==> src/rtl/utf8s_pkg.sv <==
// Package for the UTF-8 sanitizer: payload structs, decoder result type,
// sequencer states and the replacement character bytes. No dependencies.
package utf8s_pkg;

    // Window of bytes under examination: held bytes plus the newest byte.
    localparam int WIN_DEPTH = 4;
    localparam int CNT_W     = 3;

    typedef struct packed {
        logic [7:0] in_byte;
        logic       in_last;
    } in_beat_t;

    typedef struct packed {
        logic [7:0] out_byte;
        logic       run_last;
        logic       stream_last;
    } out_beat_t;

    typedef logic [7:0] byte_t;
    typedef byte_t [WIN_DEPTH-1:0] win_t;

    typedef enum logic [1:0] {
        DEC_DONE,
        DEC_PASS,
        DEC_REPL,
        DEC_HOLD
    } dec_kind_t;

    typedef struct packed {
        dec_kind_t        kind;
        logic [CNT_W-1:0] len;
    } dec_t;

    typedef enum logic [1:0] {
        ST_IDLE,
        ST_SCAN,
        ST_EMIT
    } state_t;

    // U+FFFD encoded as UTF-8.
    localparam byte_t REPL_BYTE0 = 8'hEF;
    localparam byte_t REPL_BYTE1 = 8'hBF;
    localparam byte_t REPL_BYTE2 = 8'hBD;

    localparam byte_t MASK_2 = 8'hE0;
    localparam byte_t LEAD_2 = 8'hC0;
    localparam byte_t MASK_3 = 8'hF0;
    localparam byte_t LEAD_3 = 8'hE0;
    localparam byte_t MASK_4 = 8'hF8;
    localparam byte_t LEAD_4 = 8'hF0;
    localparam byte_t ASCII_LIMIT = 8'h80;

endpackage

==> src/rtl/utf8_sanitize_replace.sv <==
// UTF-8 sanitizer top level: sequencer, byte window and output register.
// Depends on utf8s_pkg, utf8s_decode and utf8s_shift.

// The block takes one raw byte per input beat and emits sanitized UTF-8, one
// byte per output beat. Well-formed sequences pass unchanged; a bad lead byte,
// a broken sequence or a sequence cut off by the end of the stream becomes
// EF BF BD and only the offending byte is dropped, after which the following
// bytes are examined again. Up to three bytes of an unfinished sequence are
// held between input beats. The last output beat caused by an input beat has
// run_last set, and on the input beat that carries in_last it also has
// stream_last set; an input beat may cause no output at all while a sequence
// is incomplete. An input beat produces up to 12 output bytes, from passed
// sequences and replacements. The sequence decoder at the head of the window
// looks at one sequence per scan cycle, and a final scan finds the window
// done or waiting; the output register moves one byte per cycle while the
// output is not stalled. The input side is stalled from acceptance until
// the window has been fully scanned; the last result byte may still sit in
// the output register when the next input beat is taken.
module utf8_sanitize_replace (
    input  logic                clk,
    input  logic                rst_n,
    input  logic                byte_valid,
    output logic                byte_stall,
    input  utf8s_pkg::in_beat_t byte_data,
    output logic                text_valid,
    input  logic                text_stall,
    output utf8s_pkg::out_beat_t text_data
);
    import utf8s_pkg::*;

    state_t           state_reg, state_next;
    win_t             win_reg, win_next;
    logic [CNT_W-1:0] n_reg, n_next;
    logic             last_reg, last_next;
    logic             repl_reg, repl_next;
    logic [CNT_W-1:0] len_reg, len_next;
    logic [CNT_W-1:0] idx_reg, idx_next;
    logic             silent_reg, silent_next;
    out_beat_t        out_reg, out_next;
    logic             out_valid_reg, out_valid_next;

    dec_t             cur_dec;
    dec_t             tail_dec;
    win_t             tail_win;
    logic [CNT_W-1:0] tail_n;

    logic             accept;
    logic             slot_free;
    logic             unit_end;
    byte_t            emit_byte;

    // The decoder examines the sequence at the head of the window. A second
    // copy looks at what follows it, so that the last byte of a step can be
    // flagged when it is emitted.
    utf8s_decode u_cur_dec (
        .win   (win_reg),
        .count (n_reg),
        .last  (last_reg),
        .dec   (cur_dec)
    );

    utf8s_shift u_tail_shift (
        .win       (win_reg),
        .count     (n_reg),
        .amount    (cur_dec.len),
        .win_out   (tail_win),
        .count_out (tail_n)
    );

    utf8s_decode u_tail_dec (
        .win   (tail_win),
        .count (tail_n),
        .last  (last_reg),
        .dec   (tail_dec)
    );

    assign byte_stall = (state_reg != ST_IDLE);
    assign accept     = byte_valid && !byte_stall;
    assign slot_free  = !out_valid_reg || !text_stall;
    assign unit_end   = (idx_reg == len_reg - CNT_W'(1));

    assign text_valid = out_valid_reg;
    assign text_data  = out_reg;

    always_comb
    begin
        if (repl_reg)
        begin
            case (idx_reg)
                CNT_W'(0): emit_byte = REPL_BYTE0;
                CNT_W'(1): emit_byte = REPL_BYTE1;
                default:   emit_byte = REPL_BYTE2;
            endcase
        end
        else
        begin
            emit_byte = win_reg[0];
        end
    end

    // Next state.
    always_comb
    begin
        state_next = state_reg;
        case (state_reg)
            ST_IDLE:
            begin
                if (accept)
                    state_next = ST_SCAN;
            end
            ST_SCAN:
            begin
                if (cur_dec.kind == DEC_PASS || cur_dec.kind == DEC_REPL)
                    state_next = ST_EMIT;
                else
                    state_next = ST_IDLE;
            end
            ST_EMIT:
            begin
                if (slot_free && unit_end)
                    state_next = ST_SCAN;
            end
            default:
            begin
                state_next = ST_IDLE;
            end
        endcase
    end

    // Window, emit counters and output register.
    always_comb
    begin
        win_next       = win_reg;
        n_next         = n_reg;
        last_next      = last_reg;
        repl_next      = repl_reg;
        len_next       = len_reg;
        idx_next       = idx_reg;
        silent_next    = silent_reg;
        out_next       = out_reg;
        out_valid_next = out_valid_reg && text_stall;

        case (state_reg)
            ST_IDLE:
            begin
                if (accept)
                begin
                    // Held bytes stay at the head; the new byte goes after them.
                    win_next[n_reg[1:0]] = byte_data.in_byte;
                    n_next               = n_reg + CNT_W'(1);
                    last_next            = byte_data.in_last;
                end
            end
            ST_SCAN:
            begin
                repl_next   = (cur_dec.kind == DEC_REPL);
                len_next    = (cur_dec.kind == DEC_REPL) ? CNT_W'(3) : cur_dec.len;
                idx_next    = '0;
                silent_next = (tail_dec.kind == DEC_DONE) || (tail_dec.kind == DEC_HOLD);
            end
            ST_EMIT:
            begin
                if (slot_free)
                begin
                    out_next.out_byte    = emit_byte;
                    out_next.run_last    = unit_end && silent_reg;
                    out_next.stream_last = unit_end && silent_reg && last_reg;
                    out_valid_next       = 1'b1;
                    idx_next             = idx_reg + CNT_W'(1);
                    // A passed byte leaves the window as it goes out; a
                    // replaced lead byte leaves with the last replacement byte.
                    if (!repl_reg || unit_end)
                    begin
                        for (int i = 0; i < WIN_DEPTH - 1; i++)
                            win_next[i] = win_reg[i+1];
                        win_next[WIN_DEPTH-1] = '0;
                        n_next = n_reg - CNT_W'(1);
                    end
                end
            end
            default:
            begin
                win_next = win_reg;
            end
        endcase
    end

    always_ff @(posedge clk or negedge rst_n)
    begin
        if (!rst_n)
        begin
            state_reg     <= ST_IDLE;
            n_reg         <= '0;
            last_reg      <= 1'b0;
            out_valid_reg <= 1'b0;
        end
        else
        begin
            state_reg     <= state_next;
            n_reg         <= n_next;
            last_reg      <= last_next;
            out_valid_reg <= out_valid_next;
        end
    end

    always_ff @(posedge clk)
    begin
        win_reg    <= win_next;
        repl_reg   <= repl_next;
        len_reg    <= len_next;
        idx_reg    <= idx_next;
        silent_reg <= silent_next;
        out_reg    <= out_next;
    end

    // After a step that ends a stream nothing may stay held.
    a_flush_empty: assert property (@(posedge clk) disable iff (!rst_n)
        (state_reg == ST_IDLE && last_reg) |-> (n_reg == '0))
        else $error("bytes still held after end of stream");

    // At most three bytes are ever held while waiting for input.
    a_held_limit: assert property (@(posedge clk) disable iff (!rst_n)
        (state_reg == ST_IDLE) |-> (n_reg <= CNT_W'(3)))
        else $error("held byte count out of range");

    // A stream end marker only appears on the closing beat of a step.
    a_stream_end: assert property (@(posedge clk) disable iff (!rst_n)
        (text_valid && text_data.stream_last) |-> text_data.run_last)
        else $error("stream_last without run_last");

    // A passed sequence is emitted only while its bytes are in the window.
    a_emit_window: assert property (@(posedge clk) disable iff (!rst_n)
        (state_reg == ST_EMIT && !repl_reg) |-> (n_reg != '0))
        else $error("emitting from an empty window");

endmodule

==> src/rtl/utf8s_decode.sv <==
// Sequence decoder: classifies the sequence that starts at the head of a
// byte window. Depends on utf8s_pkg.
module utf8s_decode (
    input  utf8s_pkg::win_t            win,
    input  logic [utf8s_pkg::CNT_W-1:0] count,
    input  logic                       last,
    output utf8s_pkg::dec_t            dec
);
    import utf8s_pkg::*;

    logic [CNT_W-1:0] need;
    logic [CNT_W-1:0] lim;
    logic             ok;

    always_comb
    begin
        if (win[0] < ASCII_LIMIT)
            need = CNT_W'(1);
        else if ((win[0] & MASK_2) == LEAD_2)
            need = CNT_W'(2);
        else if ((win[0] & MASK_3) == LEAD_3)
            need = CNT_W'(3);
        else if ((win[0] & MASK_4) == LEAD_4)
            need = CNT_W'(4);
        else
            need = '0;
    end

    always_comb
    begin
        lim = (count < need) ? count : need;
        ok  = 1'b1;
        for (int i = 1; i < WIN_DEPTH; i++)
        begin
            if ((CNT_W'(i) < lim) && (win[i][7:6] != 2'b10))
                ok = 1'b0;
        end
    end

    always_comb
    begin
        dec.len = CNT_W'(1);
        if (count == '0)
            dec.kind = DEC_DONE;
        else if (need == CNT_W'(1))
            dec.kind = DEC_PASS;
        else if (need == '0 || !ok)
            dec.kind = DEC_REPL;
        else if (count >= need)
        begin
            dec.kind = DEC_PASS;
            dec.len  = need;
        end
        else if (last)
            dec.kind = DEC_REPL;
        else
            dec.kind = DEC_HOLD;
    end

endmodule

==> src/rtl/utf8s_sanitize_top_placeholder.sv <==
// Byte window shifter: drops a number of bytes from the head of a window.
// Used to look at the sequence that follows the one being emitted.
// Depends on utf8s_pkg.
module utf8s_shift (
    input  utf8s_pkg::win_t             win,
    input  logic [utf8s_pkg::CNT_W-1:0] count,
    input  logic [utf8s_pkg::CNT_W-1:0] amount,
    output utf8s_pkg::win_t             win_out,
    output logic [utf8s_pkg::CNT_W-1:0] count_out
);
    import utf8s_pkg::*;

    logic [CNT_W-1:0] src;

    always_comb
    begin
        win_out = '0;
        src     = '0;
        for (int i = 0; i < WIN_DEPTH; i++)
        begin
            src = CNT_W'(i) + amount;
            if (src < CNT_W'(WIN_DEPTH))
                win_out[i] = win[src[1:0]];
        end
        count_out = (count > amount) ? (count - amount) : '0;
    end

endmodule
==> config.mk <==
export PLATFORM = sky130hd
export DESIGN_NAME = utf8_sanitize_replace
export DESIGN_NICKNAME = d
export VERILOG_FILES = /design/src/rtl/utf8s_pkg.sv /design/src/rtl/utf8_sanitize_replace.sv /design/src/rtl/utf8s_decode.sv /design/src/rtl/utf8s_sanitize_top_placeholder.sv
export SDC_FILE = /design/constraint.sdc
export NUM_CORES = 1
export LEC_CHECK = 0
export BUFFER_PORTS_ARGS = -buffer_cell sky130_fd_sc_hd__buf_2
export CORE_ASPECT_RATIO = 0.8
export CORE_MARGIN = 2
export CORE_UTILIZATION = 25
export DETAILED_ROUTE_END_ITERATION = 10
export PLACE_DENSITY = 0.38
export SLEW_MARGIN = 25
export SYNTH_ARGS = -nofsm -noshare
export SYNTH_HDL_FRONTEND = slang
export SYNTH_SLANG_ARGS = --single-unit
==> constraint.sdc <==
create_clock -name clk -period 8.1 [get_ports clk]
set_clock_uncertainty 0.05 [all_clocks]
set_input_delay 0.405 -clock clk [delete_from_list [all_inputs] [get_ports clk]]
set_output_delay 0.405 -clock clk [all_outputs]
set_load 0.02 [all_outputs]
Yosys cells after proc, flatten, opt, wreduce, memory -nomap -nowiden
Index checks and enable logic that the tools add are counted.

Add/sub/neg operators: 8. Muxes and demuxes: 63. Magnitude comparators: 23. Eq/ne operators: 25. Reduce and logical (&&, ||, !) cells: 39.

Operator list (count): 2-to-1 mux 32 bit (3); 2-to-1 mux 8 bit (10); binary-select mux 8 bit (select 2 bit) (4); one-hot mux 32 bit (2 select lines) (1); 2-to-1 mux 3 bit (19); bitwise mux 32 bit (1); 2-to-1 mux 2 bit (11); inequality test 2 bit, second input constant (10); demux 8 bit (select 2 bit) (1); < comparator 8 bit, second input constant (2); zero test 3 bit (5); < comparator 2 x 3 -> 1 bit, second input constant (5); one-hot mux 7 bit (2 select lines) (1); logical AND 1 bit (12); < comparator 2 x 3 -> 1 bit, first input constant (4); < comparator 3 bit, second input constant (4); one-hot mux 3 bit (2 select lines) (2); equality test 5 bit, second input constant (2); equality test 3 x 1 -> 1 bit, second input constant (3); 2-to-1 mux 1 bit (9); equality test 4 bit, second input constant (2); AND reduction 2 bit (4); adder 2 x 3 -> 3 bit, first input constant (2); adder 3 x 1 -> 3 bit, second input constant (2); other kinds (18) (39).

Register bits: 57. Output and inout bits: 12. Bits of input ports: 13.

Logic depth before layout (Yosys ltp)
Depth in word-level cells: 39. Gate-level depth with buffers: 24. Gate-level depth less buffers: 23.

By module
Synthesis repeated with hierarchy kept, for this count alone.

Cell total of the unflattened synthesis: 380. Area, all modules: 4115.2 µm².

Modules (own cells, without submodules): utf8_sanitize_replace (area each 2544.9 µm², cells each 189, instances 1); utf8s_shift (area each 1023.5 µm², cells each 112, instances 1); utf8s_decode (u_cur_dec) (area each 275.3 µm², cells each 40, instances 1); utf8s_decode (u_tail_dec) (area each 271.5 µm², cells each 39, instances 1).

Least setup slack after synthesis
No wires, ideal clock.

Kind: register to register. Start point: reg win_reg[7] (netlist name). End point: reg silent_reg, data pin. Setup time: 157 ps. Data required time: 7893 ps. Setup slack: 3552 ps. Path buffers: 1. Cell stages (with the launch flop): 21. Arrival time: 4341 ps. Path through: edfxtp_1 buf_2 nand2_1 or3_1 ha_1 and3b_4 or4b_1 and3_4 nand2_1 nand2_1 ha_1 a21o_1 a21oi_1 a31oi_1 and2_1 ha_1 a21oi_1 o21bai_1 or2b_1 a211o_1 a32oi_1.

Word-level cells in the longest chain between the ends: 39. Elaborated cells between the ends (all ways): 85. Those cells by class: 4 x add/sub; 17 x order compare; 12 x eq/ne; 37 x mux; 15 x reduce/logical.

RTL lines: start, declared (line utf8_sanitize_replace.sv:32) `win_t win_reg, win_next;`; start signal, assigned (line utf8_sanitize_replace.sv:208) `win_reg <= win_next;`; parallel branches: the longest is 36 deep, another holds < comparator 8 bit; 2-to-1 mux 2 bit (*) (line utf8s_decode.sv:43) `if (count == '0)`; equality test 2 bit or zero test 2 bit (tied branches) (line utf8_sanitize_replace.sv:159) `silent_next = (tail_dec.kind == DEC_DONE) || (tail_dec.kind == DEC_HOLD);`; logical OR 1 bit (*) (line utf8_sanitize_replace.sv:159); end signal, assigned (line utf8_sanitize_replace.sv:212) `silent_reg <= silent_next;`; end, declared (line utf8_sanitize_replace.sv:38) `logic silent_reg, silent_next;`.

Every way passes the cells marked *. The select of a mux whose other input is x is not followed. A chain may end at the register's enable or synchronous reset.

Worst setup path in the final report
Same ends and word-level chain as after synthesis.

==> run summary <==
Arrival time of data at the critical path endpoint: 5.25 ns
Initial standard-cell utilization of the core: 25.3%
Final wirelength: 9000 um
Vias in the first global route: 2588
DP Wirelength: 6640 um
Post-CTS Setup Repair Bufs: 0
TritonCTS Sinks: 57
Clock root cell: sky130_fd_sc_hd__clkbuf_16
Worst slew pin tran: 0.917 ns
Rows: 38
Die X: 134 um
Worst-case vdd ir drop: 0.125 mV
CTS tree: yes
Setup total negative slack: 0 ns
Area leader, netlist: sky130_fd_sc_hd__edfxtp_1
CTS buffer count: 9
Post-Place Cell Area: 3730 um2
Area of the die: 14500 um2
Via count: 2550
Required time of the critical path: 8.21 ns
Deepest clock path buffer count: 2
Setup repair after global routing missed its margin: no
Count of inserted antenna diode cells: 0
Area growth from synthesis to layout: 18.3%
Largest net degree at the start of global routing: 39
Tightest slew margin relative to the limit: 38.8%
Critical path start-end classification: flip-flop to flip-flop
Number of cells in the finished layout apart from fillers: 525
Sequential cell area: 1680 um2
Final Hold Violating Endpoints: 0
Number of enable flip-flop cells after synthesis: 50
Number of routed nets with antenna violations: 0
Insertion delay of the later-clocked pin in the worst-skew pair: 0.33 ns
Count of boundary I/O pins: 25
Post-synthesis instance total: 310
Global-route wire length before repair: 14400 um
Synthesized area per cell: 11.0 um2
Vertical extent of the die: 108 um
Dominant register cell in the synthesized netlist: sky130_fd_sc_hd__edfxtp_1
Share of the cycle needed by the critical path after routing: 63.4%
Type of origin of the critical path: flip-flop
Shortest period the worst path allows: 5.14 ns
Average wire per standard cell: 17.1 um
Area fraction of the dominant cell type after synthesis: 44.2%
Core Box Area: 13400 um2
Cell area after synthesis: 3390 um2
Final standard cell utilization of the core: 30.0%
Antenna violations before repair: 0
Distinct cells, synth: 65
Synth Register Bits: 57
Number of violations of the max-capacitance limit: 0
Flip-flop count of the largest register after layout: 32
Detail-routed via count per cell: 4.86
Number of DRC violations after detailed-routing iteration 0: 111
Crit end category: flip-flop
Share of final-layout standard cells stronger than drive strength 1: 18.8%
DRC violation count after routing: 0
Upper clock frequency limit: 0.195 GHz
Multi-input gate area in the final layout: 1590 um2
Endpoints failing setup: 0
Warning count from the yosys run: 0
H-tree level count: 3
Final slew viol count: 0
Hold Path Class: primary input to flip-flop
Leakage component of the power: 1.59 nW
Cell Pwr Density: 490 nW/um2
DR pass1 iterations: 4
Fill cell instance count of the final layout: 1390
Register area share after synthesis: 49.4%
Minimum hold slack: 0.274 ns
Largest cells by area after synthesis: sky130_fd_sc_hd__edfxtp_1 (44%), sky130_fd_sc_hd__ha_1 (6.6%), sky130_fd_sc_hd__a22o_1 (5.7%), sky130_fd_sc_hd__dfrtp_1 (5.2%), sky130_fd_sc_hd__nand2_1 (3.3%)
Net count of the finished layout: 373
Post-Synthesis Net Count: 343
Async S/R FF share, synth: 12.3%
Biggest fanout along the worst timing path: 9
Tot GR Track Use: 13.1%
PostCTS Resize Cnt: 0
Total design power: 1.97 mW
Grt ovf: 0
Result of the run: completed
Crit path setup slack, layout: 2.96 ns
Dpl cells: 508
Number of input and output port buffers inserted: 24
Last weighted congestion value of the routability-driven placer: 0.818
Setup WS pre-CTS: 3.01 ns
Clk pin slew, worst setup/hold paths: 0.05 ns
Final non-filler cell area: 4020 um2
[cell usage in the layout (no fill, tap or decap), drive strengths merged, types with 3 or more instances in the layout]
| master | n |
|---|---|
| a211o | 4 |
| a21o | 4 |
| a21oi | 20 |
| a22o | 23 |
| and2 | 5 |
| buf | 26 |
| clkbuf | 12 |
| clkinv | 4 |
| dfrtp | 7 |
| edfxtp | 50 |
| ha | 18 |
| inv | 26 |
| mux2 | 3 |
| nand2 | 30 |
| nand2b | 3 |
| nand3 | 15 |
| nor2 | 19 |
| nor3 | 4 |
| o21ai | 6 |
| or2 | 6 |
| or3 | 3 |
| xnor2 | 6 |
| xor2 | 4 |
[layout make-up]
type,count,share of cell area (%)
tap,180,5.61
multi-input combinational,218,39.5
timing repair buffer,27,3.61
inverter,27,2.52
sequential,57,41.7
clock buffer,12,5.89
clock inverter,4,1.09
[cells by family (layout without fill, tap and decap cells)]
group           Yosys count  in the layout  synth area share [%]
mux                       3              3                  1.11
compound gates           82             82                  18.9
buf+inv                  35             70                  3.91
simple gates            103            103                  16.3
flops                    57             57                  49.4
xor+xnor                 10             10                  2.58
fa+ha+maj                20             20                  7.81
[power by group]
group | internal, mW | switching (mW)
logic | 0.391 | 0.583
registers | 0.512 | 0.116
clock network | 0.236 | 0.130
[per-layer routing]
layer  vias up  global-route usage, %  routed length, um
li1       1222                      -                  -
met1      1246                   18.0               4540
met2        66                   19.5               3850
met3        16                   3.52                431
met4         0                   5.64                176
met5         -                      0                  0
[final timing paths]
path | startpoint | end | slack [ns] | cells after the start
setup / recovery | win_reg[7]$_DFFE_PP_ | silent_reg$_DFFE_PP_ | 2.96 | 19
hold / removal | byte_data[0] | last_reg$_DFFE_PN0P_ | 0.27 | 2
setup reg to reg | win_reg[7]$_DFFE_PP_ | silent_reg$_DFFE_PP_ | 2.96 | 19
hold reg to reg | win_reg[2]$_DFFE_PP_ | text_data[4]$_SDFFCE_PP1P_ | 0.45 | 1
max in group asynchronous | rst_n | state_reg[1]$_DFFE_PN0P_ | 7.37 | 2
min in group asynchronous | rst_n | n_reg[1]$_DFFE_PN0P_ | 0.42 | 2
[synthesized netlist by cell type (5+ instances only)]
cell and instances:
sky130_fd_sc_hd__a21oi_1 19, sky130_fd_sc_hd__a22o_1 22, sky130_fd_sc_hd__dfrtp_1 7, sky130_fd_sc_hd__edfxtp_1 50
sky130_fd_sc_hd__ha_1 18, sky130_fd_sc_hd__inv_1 24, sky130_fd_sc_hd__nand2_1 30, sky130_fd_sc_hd__nand3_1 15
sky130_fd_sc_hd__nor2_1 19, sky130_fd_sc_hd__o21ai_0 5, sky130_fd_sc_hd__or2_2 5, sky130_fd_sc_hd__xnor2_1 6
[critical path, cell delays in order, from the launching register on]
cell,delay (ns)
sky130_fd_sc_hd__edfxtp_1,0.53
sky130_fd_sc_hd__nand2_1,0.07
sky130_fd_sc_hd__or3_1,0.40
sky130_fd_sc_hd__ha_1,0.35
sky130_fd_sc_hd__a21o_1,0.24
sky130_fd_sc_hd__or4b_1,0.51
sky130_fd_sc_hd__and3_4,0.20
sky130_fd_sc_hd__nand2_1,0.11
sky130_fd_sc_hd__nand2_1,0.25
sky130_fd_sc_hd__ha_1,0.39
sky130_fd_sc_hd__a21o_1,0.18
sky130_fd_sc_hd__a21oi_1,0.18
sky130_fd_sc_hd__a31oi_1,0.07
sky130_fd_sc_hd__and2_1,0.20
sky130_fd_sc_hd__ha_1,0.30
sky130_fd_sc_hd__a21oi_1,0.07
sky130_fd_sc_hd__o21bai_1,0.19
sky130_fd_sc_hd__or2b_1,0.25
sky130_fd_sc_hd__a211o_1,0.22
sky130_fd_sc_hd__a32oi_1,0.20
[timing repair]
item                                   in CTS  in global routing
endpoints found under the hold margin       7                  0
hold buffers                                1                  0
setup endpoints to repair                   0                  0
Power figures use the tool's default switching activity.
